[config.mk]
export PLATFORM = sky130hd
export DESIGN_NAME = brbo_ctrl
export DESIGN_NICKNAME = d
export VERILOG_FILES = /design/src/design/brbo_pkg.sv /design/src/design/brbo_ctrl.sv
export SDC_FILE = /design/constraint.sdc
export NUM_CORES = 1
export LEC_CHECK = 0
export ABC_AREA = 1
export ABC_CLOCK_PERIOD_IN_PS = 10100
export BUFFER_PORTS_ARGS = -buffer_cell sky130_fd_sc_hd__buf_2
export CAP_MARGIN = 0
export CORE_AREA = 5 5 117 141
export CTS_BUF_LIST = sky130_fd_sc_hd__clkbuf_16
export DETAILED_ROUTE_END_ITERATION = 10
export DIE_AREA = 0 0 122 146
export SKIP_LAST_GASP = 1
export SYNTH_ARGS = -nofsm -noshare
export SYNTH_HDL_FRONTEND = slang
export SYNTH_SLANG_ARGS = --single-unit
export TNS_END_PERCENT = 20
[constraint.sdc]
create_clock -name i_clk -period 10.1 [get_ports i_clk]
set_input_delay 1.01 -clock i_clk [delete_from_list [all_inputs] [get_ports i_clk]]
set_output_delay 1.01 -clock i_clk [all_outputs]
set_load 0.02 [all_outputs]
[src/design/brbo_pkg.sv]
// ----------------------------------------------------------------------------
// brbo_pkg
// Shared types and constants for the byte ring buffer with overwrite mode.
// ----------------------------------------------------------------------------
package brbo_pkg;

    localparam int KIND_W    = 3;
    localparam int BYTE_W    = 8;
    localparam int CNT_W     = 11;
    localparam int STATUS_W  = 3;
    localparam int CFG_IDX_W = 1;

    typedef enum logic [KIND_W-1:0] {
        K_PUSH  = 3'd0,
        K_POP   = 3'd1,
        K_PEEK  = 3'd2,
        K_DROP  = 3'd3,
        K_CLEAR = 3'd4
    } t_kind;

    typedef enum logic [STATUS_W-1:0] {
        ST_OK        = 3'd0,
        ST_EMPTY     = 3'd1,
        ST_FULL      = 3'd2,
        ST_OVERWRITE = 3'd3,
        ST_RANGE     = 3'd4
    } t_status;

    typedef enum logic [CFG_IDX_W-1:0] {
        CFG_SIZE = 1'b0,
        CFG_MODE = 1'b1
    } t_cfg_reg;

    // Per-transaction result fields known at accept time (data comes later).
    typedef struct packed {
        t_status          status;
        logic             data_valid;
        logic [CNT_W-1:0] fill;
        logic [CNT_W-1:0] free;
    } t_ctrl_res;

endpackage

[src/design/brbo_ctrl.sv]
// ----------------------------------------------------------------------------
// brbo_ctrl
// Ring pointers, fill count and configuration; decodes each operation into
// its status and at most one store access.
// ----------------------------------------------------------------------------
module brbo_ctrl #(
    parameter int DEPTH = 1024,
    parameter int AW    = 10
) (
    input  logic                           i_clk,
    input  logic                           i_rst_n,
    input  logic                           i_cfg_we,
    input  logic [brbo_pkg::CFG_IDX_W-1:0] i_cfg_index,
    input  logic [brbo_pkg::CNT_W-1:0]     i_cfg_data,
    input  logic                           i_op_en,
    input  logic [brbo_pkg::KIND_W-1:0]    i_kind,
    input  logic [brbo_pkg::CNT_W-1:0]     i_amount,
    output logic                           o_mem_wr_en,
    output logic                           o_mem_rd_en,
    output logic [AW-1:0]                  o_mem_addr,
    output brbo_pkg::t_ctrl_res            o_res
);
    import brbo_pkg::*;

    localparam int SW      = ((AW > CNT_W) ? AW : CNT_W) + 1;
    localparam int RST_EFF = (DEPTH < 1024) ? DEPTH : 1024;

    logic [AW-1:0]    r_rd, n_rd;
    logic [AW-1:0]    r_wr, n_wr;
    logic [CNT_W-1:0] r_count, n_count;
    logic [CNT_W-1:0] r_eff, n_eff;
    logic             r_ow;

    logic [SW-1:0]    cfg_size;
    logic [SW-1:0]    s_ext;
    logic [SW-1:0]    wr_plus1;
    logic [SW-1:0]    rd_plus1;
    logic [AW-1:0]    wr_inc;
    logic [AW-1:0]    rd_inc;
    logic [CNT_W-1:0] drop_n;
    logic [CNT_W-1:0] ofs;
    logic [SW-1:0]    rd_sum;
    logic [SW-1:0]    rd_wrap;
    logic             full;
    logic             empty;
    t_status          status;
    logic             dvalid;
    logic             wr_en;
    logic             rd_en;
    logic [AW-1:0]    addr;

    // Clamp the requested size into 1..DEPTH.
    assign cfg_size = SW'(i_cfg_data);
    always_comb begin
        if (cfg_size == '0) begin
            n_eff = CNT_W'(1);
        end else if (cfg_size > SW'(DEPTH)) begin
            n_eff = CNT_W'(DEPTH);
        end else begin
            n_eff = i_cfg_data;
        end
    end

    assign s_ext    = SW'(r_eff);
    assign wr_plus1 = SW'(r_wr) + SW'(1);
    assign rd_plus1 = SW'(r_rd) + SW'(1);
    assign wr_inc   = (wr_plus1 == s_ext) ? '0 : wr_plus1[AW-1:0];
    assign rd_inc   = (rd_plus1 == s_ext) ? '0 : rd_plus1[AW-1:0];
    assign drop_n   = (i_amount < r_count) ? i_amount : r_count;
    assign ofs      = (t_kind'(i_kind) == K_PEEK) ? i_amount : drop_n;
    // Where the result is used, index plus offset stays below twice the size, so one subtract wraps it.
    assign rd_sum   = SW'(r_rd) + SW'(ofs);
    assign rd_wrap  = (rd_sum >= s_ext) ? rd_sum - s_ext : rd_sum;
    assign full     = (r_count == r_eff);
    assign empty    = (r_count == '0);

    always_comb begin
        n_rd    = r_rd;
        n_wr    = r_wr;
        n_count = r_count;
        status  = ST_OK;
        dvalid  = 1'b0;
        wr_en   = 1'b0;
        rd_en   = 1'b0;
        addr    = r_rd;
        unique case (t_kind'(i_kind))
            K_PUSH: begin
                addr = r_wr;
                if (!full) begin
                    wr_en   = 1'b1;
                    n_wr    = wr_inc;
                    n_count = r_count + CNT_W'(1);
                end else if (r_ow) begin
                    wr_en  = 1'b1;
                    n_wr   = wr_inc;
                    n_rd   = rd_inc;
                    status = ST_OVERWRITE;
                end else begin
                    status = ST_FULL;
                end
            end
            K_POP: begin
                if (empty) begin
                    status = ST_EMPTY;
                end else begin
                    rd_en   = 1'b1;
                    dvalid  = 1'b1;
                    n_rd    = rd_inc;
                    n_count = r_count - CNT_W'(1);
                end
            end
            K_PEEK: begin
                addr = rd_wrap[AW-1:0];
                if (empty) begin
                    status = ST_EMPTY;
                end else if (i_amount >= r_count) begin
                    status = ST_RANGE;
                end else begin
                    rd_en  = 1'b1;
                    dvalid = 1'b1;
                end
            end
            K_DROP: begin
                if (i_amount != '0) begin
                    if (empty) begin
                        status = ST_EMPTY;
                    end else begin
                        n_rd    = rd_wrap[AW-1:0];
                        n_count = r_count - drop_n;
                    end
                end
            end
            K_CLEAR: begin
                n_rd    = '0;
                n_wr    = '0;
                n_count = '0;
            end
            default: begin
            end
        endcase
    end

    always_ff @(posedge i_clk) begin
        if (!i_rst_n) begin
            r_rd    <= '0;
            r_wr    <= '0;
            r_count <= '0;
            r_eff   <= CNT_W'(RST_EFF);
            r_ow    <= 1'b0;
        end else if (i_cfg_we) begin
            if (t_cfg_reg'(i_cfg_index) == CFG_SIZE) begin
                r_eff   <= n_eff;
                r_rd    <= '0;
                r_wr    <= '0;
                r_count <= '0;
            end else begin
                r_ow <= i_cfg_data[0];
            end
        end else if (i_op_en) begin
            r_rd    <= n_rd;
            r_wr    <= n_wr;
            r_count <= n_count;
        end
    end

    assign o_mem_wr_en      = i_op_en & wr_en;
    assign o_mem_rd_en      = i_op_en & rd_en;
    assign o_mem_addr       = addr;
    assign o_res.status     = status;
    assign o_res.data_valid = dvalid;
    assign o_res.fill       = n_count;
    assign o_res.free       = r_eff - n_count;

    a_count_in_size: assert property (@(posedge i_clk) disable iff (!i_rst_n)
        r_count <= r_eff)
        else $error("fill count exceeds ring size");

    a_rd_in_size: assert property (@(posedge i_clk) disable iff (!i_rst_n)
        CNT_W'(r_rd) < r_eff)
        else $error("read index outside ring");

    a_wr_in_size: assert property (@(posedge i_clk) disable iff (!i_rst_n)
        CNT_W'(r_wr) < r_eff)
        else $error("write index outside ring");

endmodule

# Word-level counts from Yosys, hierarchy flattened
# Index checks and enable logic that the tools add are counted.
[totals]
register_bits = 43
latch_bits = 0
ramBits = 0
romBits = 0
output_inout_bits = 38
wordCells = 90
n_memories = 0
[classes]
n_addsub = 8
mul = 0
div = 0
order_cmp = 4
n_eq_ne = 14
shift = 0
muxes = 44
n_bitwise = 3
reduce_logical = 12
[ops]
columns = ["op", "n"]
rows = [
  ["$mux 10", 15],
  ["$mux 11", 11],
  ["$pmux 11 s4", 1],
  ["$pmux 10 s2", 2],
  ["$pmux 10 s4", 1],
  ["$eq 11x11->1", 3],
  ["$add 10x1->11 const B", 2],
  ["$sub 11x11->11", 2],
  ["$ne 3x3->1 const B", 5],
  ["$add 10x11->12", 1],
  ["$ge 12x11->1", 1],
  ["$logic_not 12->1", 1],
  ["$pmux 3 s4", 1],
  ["$add 11x1->11 const B", 1],
  ["$ge 11x11->1", 1],
  ["$gt 11x11->1 const B", 1],
  ["$logic_not 11->1", 1],
  ["$lt 11x11->1", 1],
  ["$reduce_bool 11->1", 1],
  ["$sub 11x1->11 const B", 1],
  ["$sub 10x10->10", 1],
  ["$mux 3", 3],
  ["$mux 1", 8],
  ["$reduce_and 8->1", 1],
  ["15 further kinds", 19],
]

# Depth between registers and ports, before layout
# Gate-level depths: netlist of the first run.
[logic_depth]
word_depth = 11
depth_mapped = 37
ltp_nobuf = 35

# Worst setup path before layout of the first run
# No wires, ideal clock.
[synth_timing]
path_type = "input-to-output"
start = "input i_amount[10] (netlist bit)"
end = "output o_mem_addr[4]"
arrival_time_ns = 5.130
required_ns = 9.090
setup_slack_ns = 3.960
stages = 31
path_cell_list = "ha_1 nand4_1 nor2_1 nand2_1 nand3_1 clkbuf_1 nand2_1 o21ai_0 nand2_1 o21ai_0 ha_1 inv_1 fa_1 nor4_1 nor2_1 xor2_1 inv_1 ha_1 nand2_1 inv_1 a21oi_1 nand2_1 nand2_1 nand2_1 nand2_1 nand2_1 a21oi_1 buf_2 nand4_1 nand3_1 o221ai_1"
[synth_between]
elab_chain_cells = 7
word_cells_on_any_way = 8
cone_classes = "2 x add/sub; 2 x order compare; 4 x mux"
[synth_lines]
columns = ["element", "line", "source"]
rows = [
  ["start: declaration", "brbo_ctrl.sv:17", "input logic [brbo_pkg::CNT_W-1:0] i_amount,"],
  ["$lt 11x11->1", "brbo_ctrl.sv:69", "assign drop_n = (i_amount < r_count) ? i_amount : r_count;"],
  ["$mux 11", "brbo_ctrl.sv:69", ""],
  ["$mux 11 (*)", "brbo_ctrl.sv:70", "assign ofs = (t_kind'(i_kind) == K_PEEK) ? i_amount : drop_n;"],
  ["$add 10x11->12 (*)", "brbo_ctrl.sv:72", "assign rd_sum = SW'(r_rd) + SW'(ofs);"],
  ["$sub 10x10->10 / $ge 12x11->1 (equally long branches)", "brbo_ctrl.sv:73", "assign rd_wrap = (rd_sum >= s_ext) ? rd_sum - s_ext : rd_sum;"],
  ["$mux 10 (*)", "brbo_ctrl.sv:73", ""],
  ["$pmux 10 s2 (*)", "brbo_ctrl.sv:86", "unique case (t_kind'(i_kind))"],
  ["end: declaration", "brbo_ctrl.sv:20", "output logic [AW-1:0] o_mem_addr,"],
]
# Mark *: on every way between the ends. The rest lies on a longest branch, timed or not.

# Final worst setup path of the first run
[layout_timing]
start = "register r_count[3]"
end = "output o_mem_addr[0]"
[layout_between]
elab_chain_cells = 7
word_cells_on_any_way = 8
cone_classes = "2 x add/sub; 2 x order compare; 4 x mux"
[layout_lines]
columns = ["element", "line", "source"]
rows = [
  ["start: declaration", "brbo_ctrl.sv:30", "logic [CNT_W-1:0] r_count, n_count;"],
  ["start signal: assignment", "brbo_ctrl.sv:162", "r_count <= n_count;"],
  ["$lt 11x11->1", "brbo_ctrl.sv:69", ""],
  ["$mux 11 (*)", "brbo_ctrl.sv:69", ""],
  ["$mux 11 (*)", "brbo_ctrl.sv:70", ""],
  ["$add 10x11->12 (*)", "brbo_ctrl.sv:72", ""],
  ["$sub 10x10->10 / $ge 12x11->1 (equally long branches)", "brbo_ctrl.sv:73", ""],
  ["$mux 10 (*)", "brbo_ctrl.sv:73", ""],
  ["$pmux 10 s2 (*)", "brbo_ctrl.sv:86", ""],
]
# Marked as above.

==> flow_metrics.env, run 1 <==
export IMPL_final_layout_size_suffix_gt1_share_pct=10.5
export IMPL_viasPerCell=5.44
export IMPL_drv_slew=0
export IMPL_multiInputGateArea_um2=4840
export IMPL_ios=68
export IMPL_whs_ps=465
export IMPL_die_w_um=122
export IMPL_dp_cells=1306
export IMPL_tns_ps=0
export IMPL_cp_common_cell="nand2_1"
export IMPL_synth_avg_cell_area_um2=6.00
export IMPL_fin_area_um2=6980
export IMPL_fin_skew_ps=11.1
export IMPL_fp_dieH_um=146
export IMPL_fin_cells=1314
export IMPL_grt_usage_pct=24.7
export IMPL_antenna_found_initial=0
export IMPL_post_cts_buffers=0
export IMPL_worst_ep_required_time_ps=9090
export IMPL_grt_first_pass_wirelength_um=35100
export IMPL_drc=0
export IMPL_cts_tree="yes"
export IMPL_period_share_pct=79.8
export IMPL_post_place_ws_ps=2190
export IMPL_finish_utilization_pct=46.8
export IMPL_yosysWarnings=0
export IMPL_power_density_nw_per_um2=111
export IMPL_startpoint_type="flip-flop"
export IMPL_htreeDepth=2
export IMPL_cts_resized_gates=0
export IMPL_clk_path_buf_depth=2
export IMPL_fin_crit_ps=8060
export IMPL_clkTransAtPathRegs_ps=70
export IMPL_max_vdd_ir_drop_mv=0.0617
export IMPL_setup_viol=0
export IMPL_hold_violations=0
export IMPL_hold_buffers=0
export IMPL_fmax_mhz=124
export IMPL_syn_inst=1067
export IMPL_netlist_area_um2=6400
export IMPL_seq_area_um2=861
export IMPL_firstDrtPassIters=5
export IMPL_cts_root_buf="clkbuf_16"
export IMPL_wire_per_inst_um=16.9
export IMPL_p_leak_nw=3.37
export IMPL_postPlaceCellArea_um2=6830
export IMPL_drv_cap=0
export IMPL_port_buffers=67
export IMPL_numCtsBuffers=5
export IMPL_n_antenna_cell=0
export IMPL_crit_fanout=22
export IMPL_relSlewSlack_pct=33.1
export IMPL_grt_ovfl_total=0
export IMPL_place_hpwl_um=18200
export IMPL_wl_um=22200
export IMPL_synth_fp_nets=1157
export IMPL_gp_congestion=0.946
export IMPL_rows=49
export IMPL_tightest_slew_ps=1000
export IMPL_clk_latency_ps=290
export IMPL_grt_pass1_vias=6744
export IMPL_grt_max_degree=38
export IMPL_worstSetupPathType="reg -> out"
export IMPL_die_area_um2=17800
export IMPL_worstSetupEndpointType="output pin"
export IMPL_rsz0062_at_grt="false"
export IMPL_clock_sinks=43
export IMPL_vias=7144
export IMPL_postRouteAntennaNets=0
export IMPL_critPathMaxStageDelay_ps=600
export IMPL_fillerInstances=1685
export IMPL_ys_ff_latch=43
export IMPL_nets=1199
export IMPL_areaGrowthSynthToFinish_pct=8.95
export IMPL_status="finished clean"
export IMPL_core_um2=14900
export IMPL_drt_iter0_drc=544
export IMPL_seq_area_frac_synth_pct=13.4
export IMPL_yosys_cell_types_count=51
export IMPL_initial_core_util_pct=43.0
export IMPL_min_path_type="reg -> reg"
export IMPL_finalPower_uw=773
export IMPL_setup_ws_ps=2040
export IMPL_critical_path_arrival_ps=7050
export IMPL_slowest_stage="a21oi_1"
[flip-flops by register name, indices dropped and copies added, names as in the netlist]
name	cells
r_ow	1
r_eff	11
r_count	11
r_rd	10
r_wr	10
[path summary, 6_finish.rpt]
| check | slack [ps] | cells after the start | end | start |
|---|---|---|---|---|
| max | 2040 | 33 | o_mem_addr[0] | r_count[3]$_SDFFE_PN0P_ |
| min | 470 | 2 | r_wr[9]$_SDFFE_PN0P_ | r_wr[9]$_SDFFE_PN0P_ |
| max reg2reg | 3400 | 32 | r_rd[8]$_SDFFE_PN0P_ | r_count[3]$_SDFFE_PN0P_ |
| min reg2reg | 470 | 2 | r_wr[9]$_SDFFE_PN0P_ | r_wr[9]$_SDFFE_PN0P_ |
[per-layer routing]
layer | GRT usage (%) | part of all wire [%]
met3 | 2.72 | 3.7
met1 | 31.1 | 43
met4 | 9.92 | 4.5
met5 | 0 | 0
met2 | 42.7 | 49
[synth_stat cells, drive strengths merged]
| library cell | count | area, um^2 |
|---|---|---|
| o2111ai | 2 | 17.5 |
| nor4 | 11 | 83.8 |
| xor2 | 57 | 499 |
| xnor2 | 8 | 70.1 |
| buf | 19 | 129 |
| ha | 56 | 701 |
| o21bai | 3 | 26.3 |
| nand3b | 3 | 22.5 |
| nor2 | 83 | 347 |
| a211oi | 3 | 22.5 |
| nand4 | 31 | 215 |
| o21ai | 58 | 290 |
| clkinv | 1 | 3.75 |
| o221ai | 7 | 61.3 |
| a21o | 1 | 7.51 |
| nand3 | 82 | 425 |
| dfxtp | 43 | 861 |
| inv | 136 | 510 |
| o22ai | 1 | 6.26 |
| nand2 | 309 | 1180 |
| a21oi | 85 | 429 |
| fa | 4 | 80.1 |
| o211ai | 20 | 160 |
| o21a | 1 | 7.51 |
| a31oi | 4 | 25.0 |
| o311ai | 1 | 8.76 |
| or2 | 3 | 21.3 |
| clkbuf | 16 | 60.1 |
| xnor3 | 1 | 22.5 |
| nor4b | 1 | 8.76 |
| nor3 | 14 | 80.1 |
| o31ai | 2 | 15.0 |
| a22oi | 1 | 7.51 |
[placed cells by master, fill, tap and decap left out, drive strengths merged, types with 4 or more instances in the layout]
master  synthesis  routed
a21oi          85      85
a31oi           4       4
buf            19      70
clkbuf         16       5
dfxtp          43      43
fa              4       4
ha             56      56
inv           136     137
nand2         309     309
nand3          82      82
nand4          31      31
nor2           83      83
nor3           14      14
nor4           11      11
o211ai         20      20
o21ai          58      58
o221ai          7       7
xnor2           8       8
xor2           57      57
[cell type report]
cell class	count	area share, %
Clock inverter	3	0.341
Tap cell	204	3.66
Sequential cell	43	12.3
Timing Repair Buffer	70	5.13
Clock buffer	5	1.79
Multi-Input combinational cell	852	69.4
Inverter	137	7.37
[logic make-up after synthesis]
group / share of synthesized area (%)
simple gates: 37.2
compound gates: 16.9
buf+inv: 11.0
xor+xnor: 9.24
fa+ha+maj: 12.2
flops: 13.4
[report_power, final]
group / switching [mW] / internal [mW] / total [mW] / leakage (nW)
logic: 0.277 / 0.139 / 0.416 / 2.96
registers: 0.0133 / 0.174 / 0.188 / 0.349
clock network: 0.0760 / 0.0926 / 0.169 / 0.0664
[critical path, delay by kind of cell, from the launching register on]
family	cells	cell delay, ps
and+or+nand+nor	17	2130
AOI/OAI and AO/OA	5	1530
adders and majority gates	4	1420
buffers and inverters	6	850
DFF	1	580
xor gates and xnor gates	1	250
Note: power is estimated with default switching activity, not from simulation.
==> inputs of run 2 (changes only) <==
--- a/config.mk
+++ b/config.mk
@@ -6,7 +6,7 @@
 export NUM_CORES = 1
 export LEC_CHECK = 0
 export ABC_AREA = 1
-export ABC_CLOCK_PERIOD_IN_PS = 10100
+export ABC_CLOCK_PERIOD_IN_PS = 7910
 export BUFFER_PORTS_ARGS = -buffer_cell sky130_fd_sc_hd__buf_2
 export CAP_MARGIN = 0
 export CORE_AREA = 5 5 117 141
==> constraint.sdc (replaced) <==
create_clock -name i_clk -period 7.91 [get_ports i_clk]
set_input_delay 0.791 -clock i_clk [delete_from_list [all_inputs] [get_ports i_clk]]
set_output_delay 0.791 -clock i_clk [all_outputs]
set_load 0.02 [all_outputs]
==> flow_metrics.env, run 2 (synthesis gave the netlist of run 1 again) <==
export IMPL_grt_max_degree=38
export IMPL_n_antenna_cell=0
export IMPL_fin_skew_ps=9.38
export IMPL_grt_pass1_vias=6840
export IMPL_fin_crit_ps=7150
export IMPL_drv_cap=0
export IMPL_setup_ws_ps=760
export IMPL_firstDrtPassIters=5
export IMPL_finalPower_uw=993
export IMPL_dp_cells=1314
export IMPL_initial_core_util_pct=43.0
export IMPL_mostFrequentLayoutCells="nand2_1, inv_1, a21oi_1"
export IMPL_grt_usage_pct=24.9
export IMPL_worstSetupEndpointType="output pin"
export IMPL_startpoint_type="flip-flop"
export IMPL_wire_per_inst_um=16.9
export IMPL_grt_first_pass_wirelength_um=35300
export IMPL_worst_ep_required_time_ps=7120
export IMPL_wl_um=22400
export IMPL_drc=0
export IMPL_cts_tree="yes"
export IMPL_clock_sinks=43
export IMPL_antenna_found_initial=0
export IMPL_numCtsBuffers=5
export IMPL_clk_latency_ps=290
export IMPL_status="finished clean"
export IMPL_die_w_um=122
export IMPL_clk_path_buf_depth=2
export IMPL_nets=1207
export IMPL_fillerInstances=1675
export IMPL_fin_cells=1322
export IMPL_htreeDepth=2
export IMPL_grt_ovfl_total=0
export IMPL_rows=49
export IMPL_reg_top3="r_count (11), r_eff (11)"
export IMPL_post_place_ws_ps=958
export IMPL_p_leak_nw=3.41
export IMPL_cp_common_cell="nand2_1"
export IMPL_port_buffers=67
export IMPL_drv_slew=0
export IMPL_min_path_type="reg -> reg"
export IMPL_die_area_um2=17800
export IMPL_final_layout_size_suffix_gt1_share_pct=11.1
export IMPL_viasPerCell=5.43
export IMPL_areaGrowthSynthToFinish_pct=9.88
export IMPL_fin_area_um2=7040
export IMPL_gp_congestion=0.931
export IMPL_fmax_mhz=140
export IMPL_core_um2=14900
export IMPL_final_common_cell="nand2_1"
export IMPL_place_hpwl_um=18200
export IMPL_power_density_nw_per_um2=141
export IMPL_tightest_slew_ps=984
export IMPL_relSlewSlack_pct=34.2
export IMPL_postPlaceCellArea_um2=6890
export IMPL_cts_resized_gates=0
export IMPL_drt_iter0_drc=504
export IMPL_hold_violations=0
export IMPL_setup_viol=0
export IMPL_period_share_pct=90.4
export IMPL_rsz0062_at_grt="false"
export IMPL_critical_path_arrival_ps=6360
export IMPL_max_vdd_ir_drop_mv=0.119
export IMPL_hold_buffers=0
export IMPL_crit_fanout=22
export IMPL_vias=7185
export IMPL_critPathMaxStageDelay_ps=550
export IMPL_clkTransAtPathRegs_ps=70
export IMPL_cts_root_buf="clkbuf_16"
export IMPL_tns_ps=0
export IMPL_postRouteAntennaNets=0
export IMPL_slowest_stage="dfxtp_1"
export IMPL_post_cts_buffers=0
export IMPL_ios=68
export IMPL_fp_dieH_um=146
export IMPL_worstSetupPathType="reg -> out"
-- run 2: per-layer routing --
metal	GRT usage, %	routed length (um)
met3	3.62	1200
met2	43.0	11000
met1	30.6	9210
met5	0	0
met4	9.92	977
-- run 2: report_power, final --
| group | switching [mW] | internal [mW] | total (mW) |
|---|---|---|---|
| Clock | 0.0968 | 0.118 | 0.215 |
| Combinational | 0.360 | 0.182 | 0.542 |
| Sequential | 0.0133 | 0.223 | 0.236 |
| Total | 0.470 | 0.522 | 0.993 |
-- run 2: path summary, 6_finish.rpt --
| path | end | start | slack [ps] | cells after the start |
|---|---|---|---|---|
| worst min-delay path | r_wr[9]$_SDFFE_PN0P_ | r_wr[9]$_SDFFE_PN0P_ | 470 | 2 |
| worst max register to register | r_rd[8]$_SDFFE_PN0P_ | r_count[4]$_SDFFE_PN0P_ | 1880 | 35 |
| worst max-delay path | o_mem_addr[0] | r_count[4]$_SDFFE_PN0P_ | 760 | 36 |
| worst min register to register | r_wr[9]$_SDFFE_PN0P_ | r_wr[9]$_SDFFE_PN0P_ | 470 | 2 |
-- run 2: final cells by class --
class / count / area, um^2 / share of cell area [%]
clock inverters: 3 / 23.8 / 0.338
flip-flops and latches: 43 / 861 / 12.2
well taps: 204 / 255 / 3.63
clock buffers: 5 / 125 / 1.78
multi-input cells: 852 / 4840 / 68.8
repair buffers: 78 / 418 / 5.94
inverters: 137 / 514 / 7.31
-- run 2: per-stage QoR --
| stage | util (%) | hold WS, ps |
|---|---|---|
| after global routing | 47.2 | 495 |
| after CTS | 47.2 | 470 |
| after floorplan | - | 444 |
| final | 47.2 | 468 |
| after global placement | 46.2 | 456 |
| after detailed placement | 46.2 | 460 |
-- run 2: critical path, delay by kind of cell, from the launching register on --
| kind | cells | cell delay (ps) |
|---|---|---|
| simple gates | 19 | 2090 |
| fa+ha+maj | 4 | 1320 |
| compound gates | 5 | 1010 |
| buf+inv | 7 | 810 |
| flops | 1 | 550 |
| xor+xnor | 1 | 270 |
==> inputs of run 3 (changes only) <==
--- a/config.mk
+++ b/config.mk
@@ -5,14 +5,14 @@
 export SDC_FILE = /design/constraint.sdc
 export NUM_CORES = 1
 export LEC_CHECK = 0
-export ABC_AREA = 1
 export ABC_CLOCK_PERIOD_IN_PS = 7910
 export BUFFER_PORTS_ARGS = -buffer_cell sky130_fd_sc_hd__buf_2
 export CAP_MARGIN = 0
-export CORE_AREA = 5 5 117 141
+export CORE_AREA = 5 5 111 134
 export CTS_BUF_LIST = sky130_fd_sc_hd__clkbuf_16
 export DETAILED_ROUTE_END_ITERATION = 10
-export DIE_AREA = 0 0 122 146
+export DIE_AREA = 0 0 116 139
+export PLACE_DENSITY = 0.69
 export SKIP_LAST_GASP = 1
 export SYNTH_ARGS = -nofsm -noshare
 export SYNTH_HDL_FRONTEND = slang
==> flow_metrics.env, run 3 <==
export IMPL_status="finished clean"
export IMPL_die_area_um2=16100
export IMPL_clk_latency_ps=290
export IMPL_setup_viol=0
export IMPL_synth_common_cells="a21oi_1, nor2_1, o21ai_0"
export IMPL_rsz0062_at_grt="false"
export IMPL_fmax_mhz=139
export IMPL_grt_ovfl_total=0
export IMPL_place_hpwl_um=17500
export IMPL_syn_inst=933
export IMPL_worstSetupEndpointType="output pin"
export IMPL_critical_path_arrival_ps=6380
export IMPL_multiInputGateArea_um2=5250
export IMPL_fin_area_um2=7140
export IMPL_antenna_found_initial=0
export IMPL_worst_ep_required_time_ps=7120
export IMPL_clk_path_buf_depth=2
export IMPL_crit_fanout=20
export IMPL_cts_root_buf="clkbuf_16"
export IMPL_yosys_cell_types_count=90
export IMPL_drv_cap=0
export IMPL_postPlaceCellArea_um2=7000
export IMPL_final_common_cell="a21oi_1"
export IMPL_fin_skew_ps=8.36
export IMPL_clkTransAtPathRegs_ps=60
export IMPL_clock_sinks=43
export IMPL_fin_crit_ps=7170
export IMPL_n_antenna_cell=0
export IMPL_numCtsBuffers=5
export IMPL_grt_first_pass_wirelength_um=35600
export IMPL_finish_utilization_pct=52.8
export IMPL_initial_core_util_pct=48.8
export IMPL_areaGrowthSynthToFinish_pct=8.25
export IMPL_relSlewSlack_pct=43.4
export IMPL_gp_congestion=1.07
export IMPL_final_layout_size_suffix_gt1_share_pct=12.2
export IMPL_vias=7365
export IMPL_cp_common_cell="o21ai_0"
export IMPL_firstDrtPassIters=6
export IMPL_grt_pass1_vias=6927
export IMPL_synth_ff_type="dfxtp_1"
export IMPL_mostFrequentLayoutCells="a21oi_1, nor2_1, buf_2"
export IMPL_seq_area_um2=861
export IMPL_hold_violations=0
export IMPL_synth_fp_nets=1023
export IMPL_max_vdd_ir_drop_mv=0.137
export IMPL_clkPwrFrac_pct=22.0
export IMPL_drc=0
export IMPL_worstSetupPathType="reg -> out"
export IMPL_seq_area_frac_synth_pct=13.0
export IMPL_synth_area_leaders="dfxtp_1, ha_1, a21oi_1, xnor2_1, o21ai_0"
export IMPL_wl_um=22200
export IMPL_drt_iter0_drc=786
export IMPL_fp_dieH_um=139
export IMPL_yosysWarnings=0
export IMPL_grt_usage_pct=27.0
export IMPL_power_density_nw_per_um2=127
export IMPL_period_share_pct=90.7
export IMPL_p_leak_nw=2.93
export IMPL_cts_resized_gates=0
export IMPL_p_comb_share_pct=52.6
export IMPL_synth_async_sr_flop_share_pct=0
export IMPL_rows=47
export IMPL_yosys_area_top_type="dfxtp_1"
export IMPL_ys_ff_latch=43
export IMPL_postRouteAntennaNets=0
export IMPL_cts_tree="yes"
export IMPL_grt_max_degree=27
export IMPL_netlist_area_um2=6600
export IMPL_startpoint_type="flip-flop"
export IMPL_slowest_stage="o21ai_0"
export IMPL_post_cts_buffers=0
export IMPL_p_seq_share_pct=25.5
export IMPL_sw_frac_of_total_pct=43.5
export IMPL_critPathMaxStageDelay_ps=390
export IMPL_synth_top_area_share_pct=13.0
export IMPL_port_buffers=67
export IMPL_tightest_slew_ps=844
export IMPL_drv_slew=0
export IMPL_internal_power_uw=511
export IMPL_htreeDepth=2
export IMPL_min_path_type="reg -> reg"
export IMPL_wire_per_inst_um=19.5
export IMPL_core_um2=13500
export IMPL_synth_avg_cell_area_um2=7.07
export IMPL_nets=1056
export IMPL_tns_ps=0
export IMPL_hold_buffers=0
export IMPL_viasPerCell=6.47
export IMPL_die_w_um=116
export IMPL_yosysMostFrequentCell="a21oi_1"
export IMPL_synth_edff_count=0
export IMPL_fillerInstances=1401
export IMPL_reg_top3="r_count (11), r_eff (11)"
export IMPL_p_switching_uw=393
export IMPL_ios=68
## run 3: cell count changes after synthesis, moves of 14 or more
cell      previous run  this run
xnor2_1              8        39
inv_1              126        58
and3_1               0        15
xor2_1              57        20
clkbuf_1            16        34
nor3_1              12        32
a22oi_1              1        15
and2_1               0        17
nand3_1             79        35
nand2_1            301        61
## run 3: cell families after synthesis
family          share of synthesized area [%]
mux                                      1.90
fa+ha+maj                                12.0
buf+inv                                  7.45
simple gates                             27.3
compound gates                           29.8
xor+xnor                                 8.51
flops                                    13.0
## run 3: layout make-up
| cell class | instances | area share [%] |
|---|---|---|
| well taps | 171 | 3.00 |
| clock buffers | 5 | 1.75 |
| repair buffers | 83 | 6.38 |
| flip-flops and latches | 43 | 12.1 |
| multi-input cells | 773 | 73.5 |
| clock inverters | 3 | 0.158 |
| inverters | 60 | 3.15 |
## run 3: critical path: cells and delay by family, from the launching register on
family / cells / cell delay [ps]
AOI/OAI and AO/OA: 13 / 2500
and+or+nand+nor: 6 / 920
adders and majority gates: 3 / 1040
DFF: 1 / 310
xor gates and xnor gates: 1 / 300
buffers and inverters: 5 / 1010
## run 3: power by group through the flow
stage	Clock, mW	Combinational, mW	Sequential [mW]
detailed placement	0	0.466	0.235
finish	0.198	0.476	0.230
global placement	0	0.464	0.235
CTS	0.200	0.468	0.230
floorplan	0	0.342	0.230
global route	0.207	0.523	0.230
## run 3: routing by layer
| metal | vias to the layer above | global-route usage (%) | share of wire, % |
|---|---|---|---|
| li1 | 3503 | - | - |
| met1 | 3410 | 35.5 | 41 |
| met2 | 373 | 44.1 | 47 |
| met3 | 79 | 3.67 | 7.4 |
| met4 | 0 | 11.2 | 4.6 |
| met5 | - | 0 | 0 |
## run 3: worst paths after layout
| path | from | to | slack, ps | depth (start not counted) |
|---|---|---|---|---|
| max | r_count[4]$_SDFFE_PN0P_ | o_mem_addr[0] | 740 | 28 |
| min | r_wr[9]$_SDFFE_PN0P_ | r_wr[9]$_SDFFE_PN0P_ | 560 | 2 |
| max reg2reg | r_count[4]$_SDFFE_PN0P_ | r_rd[0]$_SDFFE_PN0P_ | 1830 | 27 |
| min reg2reg | r_wr[9]$_SDFFE_PN0P_ | r_wr[9]$_SDFFE_PN0P_ | 560 | 2 |
## run 3: through the flow
stage	hold WS [ps]	std cells	power (mW)	worst slack [ps]
after floorplan	487	933	0.572	1120
after global placement	550	1130	0.699	949
after detailed placement	555	1130	0.700	804
after CTS	565	1138	0.898	715
after global routing	598	1138	0.960	117
final	562	1138	0.904	738
